**config.mk**
```make
export PLATFORM = sky130hd
export DESIGN_NAME = tlv8_fragment_concat_decoder
export DESIGN_NICKNAME = d
export VERILOG_FILES = /design/src/rtl/tlvd_pkg.sv /design/src/rtl/tlvd_cfg.sv /design/src/rtl/tlvd_step.sv /design/src/rtl/tlv8_fragment_concat_decoder.sv
export SDC_FILE = /design/constraint.sdc
export NUM_CORES = 1
export LEC_CHECK = 0
export ABC_AREA = 1
export BUFFER_PORTS_ARGS = -buffer_cell sky130_fd_sc_hd__buf_2
export CORE_MARGIN = 2
export CORE_UTILIZATION = 55
export CTS_BUF_LIST = sky130_fd_sc_hd__clkbuf_8
export DETAILED_ROUTE_END_ITERATION = 10
export HOLD_SLACK_MARGIN = 0.12
export PLACE_DENSITY = 0.73
export SYNTH_ARGS = -nofsm -noshare
export SYNTH_HDL_FRONTEND = slang
export SYNTH_SLANG_ARGS = --single-unit
```
**constraint.sdc**
```tcl
create_clock -name i_clk -period 5.6 [get_ports i_clk]
set_input_delay 0.28 -clock i_clk [delete_from_list [all_inputs] [get_ports i_clk]]
set_output_delay 0.28 -clock i_clk [all_outputs]
set_load 0.01 [all_outputs]
```
**src/rtl/tlvd_pkg.sv**
```systemverilog
`default_nettype none

package tlvd_pkg;

    // Widths of the message length, byte position and joined count, and of the config index and data.
    localparam int LengthBits = 16;
    localparam int CfgIndexBits = 2;
    localparam int CfgDataBits = 16;

    // Configuration register indexes.
    localparam logic [CfgIndexBits-1:0] CFG_TARGET_TYPE = 2'd0;
    localparam logic [CfgIndexBits-1:0] CFG_JOIN_LIMIT = 2'd1;

    // Reset values of the configuration registers.
    localparam logic [7:0] TargetTypeReset = 8'd0;
    localparam logic [LengthBits-1:0] JoinLimitReset = {LengthBits{1'b1}};

    // Header phase of the record walk.
    typedef enum logic [1:0] {
        PH_TYPE,
        PH_LEN,
        PH_VALUE,
        PH_STOP
    } t_phase;

    // Status reported with the final byte of a message.
    typedef enum logic [1:0] {
        STATUS_FOUND,
        STATUS_NOT_FOUND,
        STATUS_OVERFLOW
    } t_status;

    // One input request: a message byte and the message length.
    typedef struct packed {
        logic [7:0]            in_byte;
        logic [LengthBits-1:0] message_length;
    } t_in_item;

    // One result request.
    typedef struct packed {
        logic                  byte_valid;
        logic [7:0]            out_byte;
        logic                  done_res;
        t_status               status;
        logic [LengthBits-1:0] total_length;
    } t_out_item;

    // Configuration values handed to the decoding logic.
    typedef struct packed {
        logic [7:0]            target_type;
        logic [LengthBits-1:0] join_limit;
    } t_cfg;

endpackage

`default_nettype wire

```
**src/rtl/tlvd_cfg.sv**
```systemverilog
`default_nettype none

module tlvd_cfg (
    input  wire logic                             i_clk,
    input  wire logic                             i_rst_n,
    input  wire logic                             i_cfg_valid,
    input  wire logic [tlvd_pkg::CfgIndexBits-1:0] i_cfg_index,
    input  wire logic [tlvd_pkg::CfgDataBits-1:0]  i_cfg_data,
    output tlvd_pkg::t_cfg                        o_cfg
);

    logic [7:0]                      r_target_type;
    logic [tlvd_pkg::LengthBits-1:0] r_join_limit;

    // Register writes; an index beyond the list is ignored.
    always_ff @(posedge i_clk) begin
        if (!i_rst_n) begin
            r_target_type <= tlvd_pkg::TargetTypeReset;
            r_join_limit  <= tlvd_pkg::JoinLimitReset;
        end else if (i_cfg_valid) begin
            case (i_cfg_index)
                tlvd_pkg::CFG_TARGET_TYPE: begin
                    r_target_type <= i_cfg_data[7:0];
                end
                tlvd_pkg::CFG_JOIN_LIMIT: begin
                    r_join_limit <= i_cfg_data[tlvd_pkg::LengthBits-1:0];
                end
                default: begin
                end
            endcase
        end
    end

    assign o_cfg.target_type = r_target_type;
    assign o_cfg.join_limit  = r_join_limit;

endmodule

`default_nettype wire

```
**src/rtl/tlvd_step.sv**
```systemverilog
`default_nettype none

module tlvd_step (
    input  wire logic               i_clk,
    input  wire logic               i_rst_n,
    input  wire logic               i_advance,
    input  wire tlvd_pkg::t_in_item i_item,
    input  wire tlvd_pkg::t_cfg     i_cfg,
    output logic                    o_has_result,
    output tlvd_pkg::t_out_item     o_result
);

    localparam int LB = tlvd_pkg::LengthBits;

    tlvd_pkg::t_phase r_phase, n_phase, u_phase;
    logic [LB-1:0]    r_pos, n_pos;
    logic [7:0]       r_rem, n_rem, u_rem;
    logic             r_match, n_match, u_match;
    logic             r_run, n_run, u_run;
    logic             r_found, n_found, u_found;
    logic             r_ovf, n_ovf, u_ovf;
    logic [LB-1:0]    r_count, n_count, u_count;

    logic [LB:0]      pos_p1;
    logic [LB:0]      pos_p2;
    logic [LB+1:0]    pos_end;
    logic [LB:0]      cnt_sum;
    logic             emit;
    logic             done;

    // Sums used by the header checks.
    assign pos_p1  = {1'b0, r_pos} + {{LB{1'b0}}, 1'b1};
    assign pos_p2  = {1'b0, r_pos} + (LB+1)'(2);
    assign pos_end = {1'b0, pos_p1} + (LB+2)'(i_item.in_byte);
    assign cnt_sum = {1'b0, r_count} + (LB+1)'(i_item.in_byte);
    assign done    = (pos_p1 >= {1'b0, i_item.message_length});
    assign emit    = (r_phase == tlvd_pkg::PH_VALUE) && r_match;

    // Next state: walk one byte through the header phases.
    always_comb begin
        u_phase = r_phase;
        u_rem   = r_rem;
        u_match = r_match;
        u_run   = r_run;
        u_found = r_found;
        u_ovf   = r_ovf;
        u_count = r_count;
        case (r_phase)
            tlvd_pkg::PH_TYPE: begin
                if (pos_p2 > {1'b0, i_item.message_length}) begin
                    u_phase = tlvd_pkg::PH_STOP;
                end else if ((i_item.in_byte != i_cfg.target_type) && r_run) begin
                    u_phase = tlvd_pkg::PH_STOP;
                end else begin
                    u_match = (i_item.in_byte == i_cfg.target_type);
                    u_phase = tlvd_pkg::PH_LEN;
                end
            end
            tlvd_pkg::PH_LEN: begin
                if (pos_end > {2'b00, i_item.message_length}) begin
                    u_phase = tlvd_pkg::PH_STOP;
                end else if (r_match && (cnt_sum > {1'b0, i_cfg.join_limit})) begin
                    u_found = 1'b1;
                    u_run   = 1'b1;
                    u_ovf   = 1'b1;
                    u_phase = tlvd_pkg::PH_STOP;
                end else begin
                    if (r_match) begin
                        u_found = 1'b1;
                        u_run   = 1'b1;
                    end
                    u_rem   = i_item.in_byte;
                    u_phase = (i_item.in_byte != 8'd0) ? tlvd_pkg::PH_VALUE
                                                       : tlvd_pkg::PH_TYPE;
                end
            end
            tlvd_pkg::PH_VALUE: begin
                if (r_match) begin
                    u_count = r_count + {{(LB-1){1'b0}}, 1'b1};
                end
                if (r_rem > 8'd1) begin
                    u_rem = r_rem - 8'd1;
                end else begin
                    u_rem   = 8'd0;
                    u_phase = tlvd_pkg::PH_TYPE;
                end
            end
            default: begin
            end
        endcase

        // The final byte clears the per-message state.
        if (done) begin
            n_phase = tlvd_pkg::PH_TYPE;
            n_pos   = '0;
            n_rem   = '0;
            n_match = 1'b0;
            n_run   = 1'b0;
            n_found = 1'b0;
            n_ovf   = 1'b0;
            n_count = '0;
        end else begin
            n_phase = u_phase;
            n_pos   = pos_p1[LB-1:0];
            n_rem   = u_rem;
            n_match = u_match;
            n_run   = u_run;
            n_found = u_found;
            n_ovf   = u_ovf;
            n_count = u_count;
        end
    end

    // Result for this byte, built from the updated flags.
    always_comb begin
        o_has_result          = emit || done;
        o_result.byte_valid   = emit;
        o_result.out_byte     = emit ? i_item.in_byte : 8'd0;
        o_result.done_res     = done;
        o_result.status       = tlvd_pkg::STATUS_FOUND;
        o_result.total_length = '0;
        if (done) begin
            if (u_ovf) begin
                o_result.status = tlvd_pkg::STATUS_OVERFLOW;
            end else if (u_found) begin
                o_result.status       = tlvd_pkg::STATUS_FOUND;
                o_result.total_length = u_count;
            end else begin
                o_result.status = tlvd_pkg::STATUS_NOT_FOUND;
            end
        end
    end

    always_ff @(posedge i_clk) begin
        if (!i_rst_n) begin
            r_phase <= tlvd_pkg::PH_TYPE;
            r_pos   <= '0;
            r_rem   <= '0;
            r_match <= 1'b0;
            r_run   <= 1'b0;
            r_found <= 1'b0;
            r_ovf   <= 1'b0;
            r_count <= '0;
        end else if (i_advance) begin
            r_phase <= n_phase;
            r_pos   <= n_pos;
            r_rem   <= n_rem;
            r_match <= n_match;
            r_run   <= n_run;
            r_found <= n_found;
            r_ovf   <= n_ovf;
            r_count <= n_count;
        end
    end

endmodule

`default_nettype wire

```
**src/rtl/tlv8_fragment_concat_decoder.sv**
```systemverilog
`default_nettype none

// Channel   Direction  Handshake                      Payload
// in        input      i_in_valid / o_in_ready        i_in_data  (t_in_item)
// out       output     o_out_valid / i_out_ready      o_out_data (t_out_item)
// cfg       input      i_cfg_valid / o_cfg_ready      i_cfg_index, i_cfg_data
//
// One byte request is accepted per cycle unless the output stalls. A byte is
// held in the input register, decoded by the header logic and, when it emits a
// value byte or ends the message, lands in the output register. The output
// register lets the next byte in while a result waits.
// Reset is synchronous and active low; the walk restarts at a type byte.
// A stalled output holds the input register, which then holds o_in_ready low.

module tlv8_fragment_concat_decoder (
    input  wire logic                              i_clk,
    input  wire logic                              i_rst_n,
    input  wire logic                              i_in_valid,
    output logic                                   o_in_ready,
    input  wire tlvd_pkg::t_in_item                i_in_data,
    output logic                                   o_out_valid,
    input  wire logic                              i_out_ready,
    output tlvd_pkg::t_out_item                    o_out_data,
    input  wire logic                              i_cfg_valid,
    output logic                                   o_cfg_ready,
    input  wire logic [tlvd_pkg::CfgIndexBits-1:0] i_cfg_index,
    input  wire logic [tlvd_pkg::CfgDataBits-1:0]  i_cfg_data
);

    logic                r_in_valid;
    tlvd_pkg::t_in_item  r_in;
    logic                r_out_valid;
    tlvd_pkg::t_out_item r_out;
    logic                advance;
    logic                has_result;
    tlvd_pkg::t_out_item result;
    tlvd_pkg::t_cfg      cfg;

    // The held byte moves on whenever the output register is free.
    assign advance     = r_in_valid && (!r_out_valid || i_out_ready);
    assign o_in_ready  = !r_in_valid || advance;
    assign o_cfg_ready = 1'b1;
    assign o_out_valid = r_out_valid;
    assign o_out_data  = r_out;

    tlvd_cfg u_cfg (
        .i_clk       (i_clk),
        .i_rst_n     (i_rst_n),
        .i_cfg_valid (i_cfg_valid),
        .i_cfg_index (i_cfg_index),
        .i_cfg_data  (i_cfg_data),
        .o_cfg       (cfg)
    );

    tlvd_step u_step (
        .i_clk        (i_clk),
        .i_rst_n      (i_rst_n),
        .i_advance    (advance),
        .i_item       (r_in),
        .i_cfg        (cfg),
        .o_has_result (has_result),
        .o_result     (result)
    );

    // Input register.
    always_ff @(posedge i_clk) begin
        if (!i_rst_n) begin
            r_in_valid <= 1'b0;
        end else if (o_in_ready) begin
            r_in_valid <= i_in_valid;
        end
    end

    always_ff @(posedge i_clk) begin
        if (i_in_valid && o_in_ready) begin
            r_in <= i_in_data;
        end
    end

    // Output register.
    always_ff @(posedge i_clk) begin
        if (!i_rst_n) begin
            r_out_valid <= 1'b0;
        end else if (advance && has_result) begin
            r_out_valid <= 1'b1;
        end else if (i_out_ready) begin
            r_out_valid <= 1'b0;
        end
    end

    always_ff @(posedge i_clk) begin
        if (advance && has_result) begin
            r_out <= result;
        end
    end

endmodule

`default_nettype wire

```
# Yosys cells after proc, flatten, opt, wreduce, memory -nomap -nowiden
# Index checks and enable logic that the tools add are counted.
# W data, S select, Z words.
[classes]
n_addsub = 6
magnitude_cmp = 5
eq_ne = 11
muxes = 39
bitwise = 2
reduce_logical = 28
[op_table]
columns = ["operator", "n"]
rows = [
  ["$mux W16", 4],
  ["$gt A17 B16 Y1", 2],
  ["$mux W8", 4],
  ["$mux W1", 21],
  ["$add A17 B8 Y18", 1],
  ["$gt A18 B16 Y1", 1],
  ["$add A16 B1 Y17 const B", 1],
  ["$add A16 B2 Y17 const B", 1],
  ["$add A16 B8 Y17", 1],
  ["$ge A17 B16 Y1", 1],
  ["$add A16 B1 Y16 const B", 1],
  ["$mux W2", 8],
  ["$pmux W8 S2", 1],
  ["$reduce_and A4 Y1", 3],
  ["$ne A3 B2 Y1 const B", 3],
  ["$eq A8 B8 Y1", 1],
  ["$gt A8 B1 Y1 const B", 1],
  ["$ne A8 B8 Y1", 1],
  ["$reduce_bool A8 Y1", 1],
  ["$sub A8 B1 Y8 const B", 1],
  ["$logic_and A1 B1 Y1", 6],
  ["$ne A2 B1 Y1 const B", 3],
  ["$pmux W2 S3", 1],
  ["$reduce_bool A2 Y1", 3],
  ["12 further kinds", 20],
]
[totals]
reg_bits = 124
word_cells = 111

# Longest topological paths before layout
[depth]
depth_word = 8
ltp_mapped = 30

# Modules after synthesis
# A second synthesis with hierarchy kept.
[unflattened]
hier_cells = 1138
area_unflattened_um2 = 8864.8
[by_module_without_submodules]
columns = ["mod", "n_inst", "cells_each", "area_each_um2"]
rows = [
  ["tlvd_step", 1, 941, 6147.1],
  ["tlv8_fragment_concat_decoder", 1, 71, 1680.4],
  ["tlvd_cfg", 1, 126, 1037.2],
]

# Worst setup path after synthesis
# Ideal clock, no wire load.
[synth_path]
path_type = "register -> register"
start = "register u_step.r_pos[1]"
end = "register r_out (netlist bit o_out_data[14]) (data pin)"
arrival_time_ps = 3761
required_time_ps = 5339
path_slack_ps = 1578
stages_incl_launch_ff = 25
n_path_buf = 1
path_cell_list = "dfxtp_1 -> ha_1 -> nand3_4 -> nor2_8 -> xor2_1 -> ha_1 -> nand2_1 -> o21ai_0 -> nand2_1 -> a21oi_1 -> nand2_1 -> nor2_1 -> nand3_1 -> xnor2_1 -> ha_1 -> nand2_1 -> nor2_1 -> nand4_1 -> a21oi_4 -> nand2_4 -> nor2_4 -> nor2_8 -> nand3_4 -> buf_12 -> nor2_4"
[synth_between]
elab_chain_len = 7
word_cells_on_any_way = 11
classes_between = "2 x add/sub; 2 x order compare; 4 x mux; 2 x bitwise; 1 x reduce/logical"
[synth_lines]
columns = ["element", "line", "rtl"]
rows = [
  ["start, declared", "tlvd_step.sv:16", "logic [LB-1:0] r_pos, n_pos;"],
  ["start signal, assigned", "tlvd_step.sv:146", "r_pos <= n_pos;"],
  ["$add A16 B1 Y17 *", "tlvd_step.sv:32", "assign pos_p1 = {1'b0, r_pos} + {{LB{1'b0}}, 1'b1};"],
  ["$add A17 B8 Y18", "tlvd_step.sv:34", "assign pos_end = {1'b0, pos_p1} + (LB+2)'(i_item.in_byte);"],
  ["$gt A18 B16 Y1", "tlvd_step.sv:60", "if (pos_end > {2'b00, i_item.message_length}) begin"],
  ["$mux W1", "tlvd_step.sv:60", ""],
  ["$mux W1", "tlvd_step.sv:48", "case (r_phase)"],
  ["$not A1 Y1 (no line)", "--", ""],
  ["$reduce_or A3 Y1 (no line) *", "--", ""],
  ["end signal, assigned", "tlv8_fragment_concat_decoder.sv:93", "r_out <= result;"],
  ["end, declared", "tlv8_fragment_concat_decoder.sv:33", "tlvd_pkg::t_out_item r_out;"],
]
# Every way passes the cells marked *; elsewhere a longest branch is shown, timed or not.
# A chain may end at the register's enable or synchronous reset.

# Final worst setup path
[layout_path]
start = "register u_step.r_pos[0]"
end = "register r_out (netlist bit o_out_data[2]) (data pin)"
# The elaborated chain is that of the path after synthesis.

==> results.cfg <==
[run_status]
outcome = completed

[setup_path]
cp.required_ns = 5.90
crit_path_max_incr_delay_ns = 0.41
arrival_ns = 5.04
crit_start = u_step.r_pos[0]
reg2reg_from = u_step.r_pos[0]
endpoint_kind = flip-flop
cp_max_fo = 16
r2r-end = o_out_data[2]
worstSetupPathType = flip-flop to flip-flop
critPathLaunchType = flip-flop
path_cells = ha_1 -> nand3_4 -> nor2_8 -> xor2_1 -> ha_1 -> nand2_1 -> o21ai_0 -> nand2_1 -> a21oi_1 -> nand2_1 -> nor2_1 -> xor2_1 -> ha_1 -> nand2_1 -> nor2_1 -> a211oi_1 -> nand2_1 -> nand2_1 -> nand2_1 -> a21oi_4 -> nand2_4 -> o21ai_4 -> nand3_4 -> nor2_1
crit_slowest_cell = dfxtp_1
reg2reg_slack_ns = 0.86
rr_worst_depth = 24
cpMostUsedCell = nand2_1

[timing]
rsz0062_at_grt = false
slew_viol_final = 0
min_period_over_period = 0.846
final.setup.tns_ns = 0
worst_pin_slew_ns = 1.16
relSlewSlack = 0.226
setup_viol = 0
clock.fmax_mhz = 211
final_hold_viol_count = 0
final.min_clock_period_ns = 4.74
clock-skew-final_ns = 0.00806
holdWs_ns = 0.333

[die]
rows = 45
die-area_um2 = 16600
io_pins = 78
die_h_um = 129
die_x_um = 129
core_um2 = 15200
initial_core_util = 0.564

[routing]
routed.top_layer = met4
firstDrtPassIters = 5
met1_length_um = 10300
detail-route-antenna-nets = 0
drt_iter0_markers = 566
via_per_inst = 5.27
wl_met3_um = 1130
vias = 7228
drc_errors = 0
met2WireLength_um = 8720
wl_um = 20400
wl_per_cell_um = 14.9

[synth]
yosys_warnings = 0
syn-num-nets = 1196
synth_top_family_by_area = simple AND/OR/NAND/NOR gates
synthesis.area_um2 = 8570
synth_top_area_share = 0.182
synth-simple-area-share = 0.248
yosysTopAreaCell = edfxtp_1
synth-edff-count = 52
avgSynthCellArea_um2 = 8.10
synthMuxAreaShare = 0
netlist_instances = 1058
synth_flop_cell = dfxtp_1
synth_xor_area_frac = 0.0859
synthAdderAreaFrac = 0.135
synth_compound_gate_area_share = 0.100
ys_seq_area_frac = 0.351
ys_async_sr_fraction = 0
synth_cell_type_count = 51
ys_seq_elements = 124
synth_area_leaders = edfxtp_1 (18%), dfxtp_1 (17%), ha_1 (13%)

[clock_tree]
hold_buffers = 43
clkLatencyLatePin_ns = 0.46
cts_setup_buffers = 0
clkSlewWorstSetupHoldPaths_ns = 0.07
tritoncts = yes
htree_levels = 4
cts_resized = 0
clk_path_buf_depth = 2
cts.sinks = 124
cts_buffers = 17
cts_root_buf = clkbuf_8

[cells_and_area]
multi_input_area_um2 = 4880
fin_nets = 1308
diodes = 0
syn_to_final_growth_pct = 15.7
final_layout_size_suffix_gt1_frac = 0.142
finalInstanceArea_um2 = 9910
fillers = 1327
regArea_um2 = 3000

[grt]
first_global_vias = 6747
grt_pass1_wl_um = 33400
antenna_found_initial = 0
gr-total-overflow = 0
grt_max_degree = 37
grt_use_total = 0.258

[power_and_ir_drop]
ir_drop_mv = 0.197
p_per_area_nw_per_um2 = 215
power_leakage_uw = 0.00446

[place]
globalplace.congestion = 0.888
placed_cell_area_um2 = 9060
portBuffers = 76
hpwl_um = 14900

[hold_path]
hp-start = i_cfg_valid
hold_path_depth = 3
hold_path_class = input pin to flip-flop
whs_endpoint = u_cfg.r_target_type[3]

[job]
drv_cap = 0
==> cells in the final DEF (no fill, tap or decap), drive strengths merged, types with 18 or more instances in the layout <==
cell / instances
nor2: 123
nand4: 24
o211ai: 20
dlygate4sd3: 43
inv: 146
ha: 89
nand3: 43
o21ai: 22
dfxtp: 72
a21oi: 74
edfxtp: 52
buf: 78
nand2: 228
clkbuf: 18
xor2: 62
==> per-layer routing <==
| metal | GRT usage | up-vias |
|---|---|---|
| li1 | - | 3711 |
| met3 | 0.0516 | 22 |
| met5 | 0 | - |
| met4 | 0.0678 | 0 |
| met1 | 0.375 | 3300 |
| met2 | 0.393 | 195 |
==> worst max path at each step <==
| stage | endpoint | cells after the start |
|---|---|---|
| after floorplan | o_out_data[14] | 24 |
| after global placement | o_out_data[1] | 25 |
| after detailed placement | o_out_data[2] | 24 |
| after CTS | o_out_data[2] | 24 |
| after global routing | o_out_data[5] | 24 |
| final | o_out_data[2] | 24 |
==> critical path: cells and delay by family, from the launching register on <==
kind                     cells  cell delay (ns)
AND/OR/NAND/NOR             14             1.73
AO/OA/AOI/OAI                5             1.14
adder cells (fa/ha/maj)      3             0.78
XOR/XNOR                     2             0.51
flip-flops                   1             0.41
==> sequential cells by signal, indices dropped and copies added (netlist names) <==
signal	cells
u_step.r_count	16
r_in	24
u_step.r_ovf	1
u_step.r_run	1
u_step.r_match	1
u_step.r_phase	2
u_step.r_found	1
u_step.r_rem	8
u_cfg.r_join_limit	16
o_out_valid	1
r_in_valid	1
u_step.r_pos	16
u_cfg.r_target_type	8
o_out_data	28
==> kinds of logic after synthesis <==
group,count (synthesis)
adders and majority gates,91
DFF,124
other,1
buffers and inverters,173
and+or+nand+nor,446
xor gates and xnor gates,78
AOI/OAI and AO/OA,145
==> cell usage after synthesis, types with 13 or more instances <==
master      n
nand3_1    38
nand2_1   211
ha_1       89
nor3_1     13
nor2_1    103
nor2_4     14
xor2_1     58
nand4_1    24
inv_1     138
a21oi_1    72
clkbuf_1   19
o21ai_0    19
edfxtp_1   52
xnor2_1    16
o211ai_1   20
dfxtp_1    72
==> cell type report <==
cell class | instances | share of cell area
Timing Repair Buffer | 121 | 0.0833
Clock inverter | 14 | 0.0178
Inverter | 145 | 0.0549
Clock buffer | 18 | 0.0250
Tap cell | 188 | 0.0237
Sequential cell | 124 | 0.303
Multi-Input combinational cell | 761 | 0.492
==> per-stage QoR <==
step / std cells / power [uW] / worst slack [ns] / utilization
final: 1371 / 2130 / 0.862 / 0.652
after global routing: 1371 / 2220 / 0.361 / 0.652
after CTS: 1371 / 2140 / 0.866 / 0.652
after detailed placement: 1296 / 1260 / 0.901 / 0.596
after global placement: 1296 / 1250 / 1.08 / 0.596
after floorplan: 1058 / 1180 / 1.58 / -
==> power breakdown <==
part | leakage, uW | internal, uW | switching (uW)
Clock | 0.000223 | 490 | 371
Sequential | 0.00102 | 967 | 26.2
Combinational | 0.00322 | 116 | 158
Total | 0.00446 | 1570 | 555
Note: power is estimated with default switching activity, not from simulation.
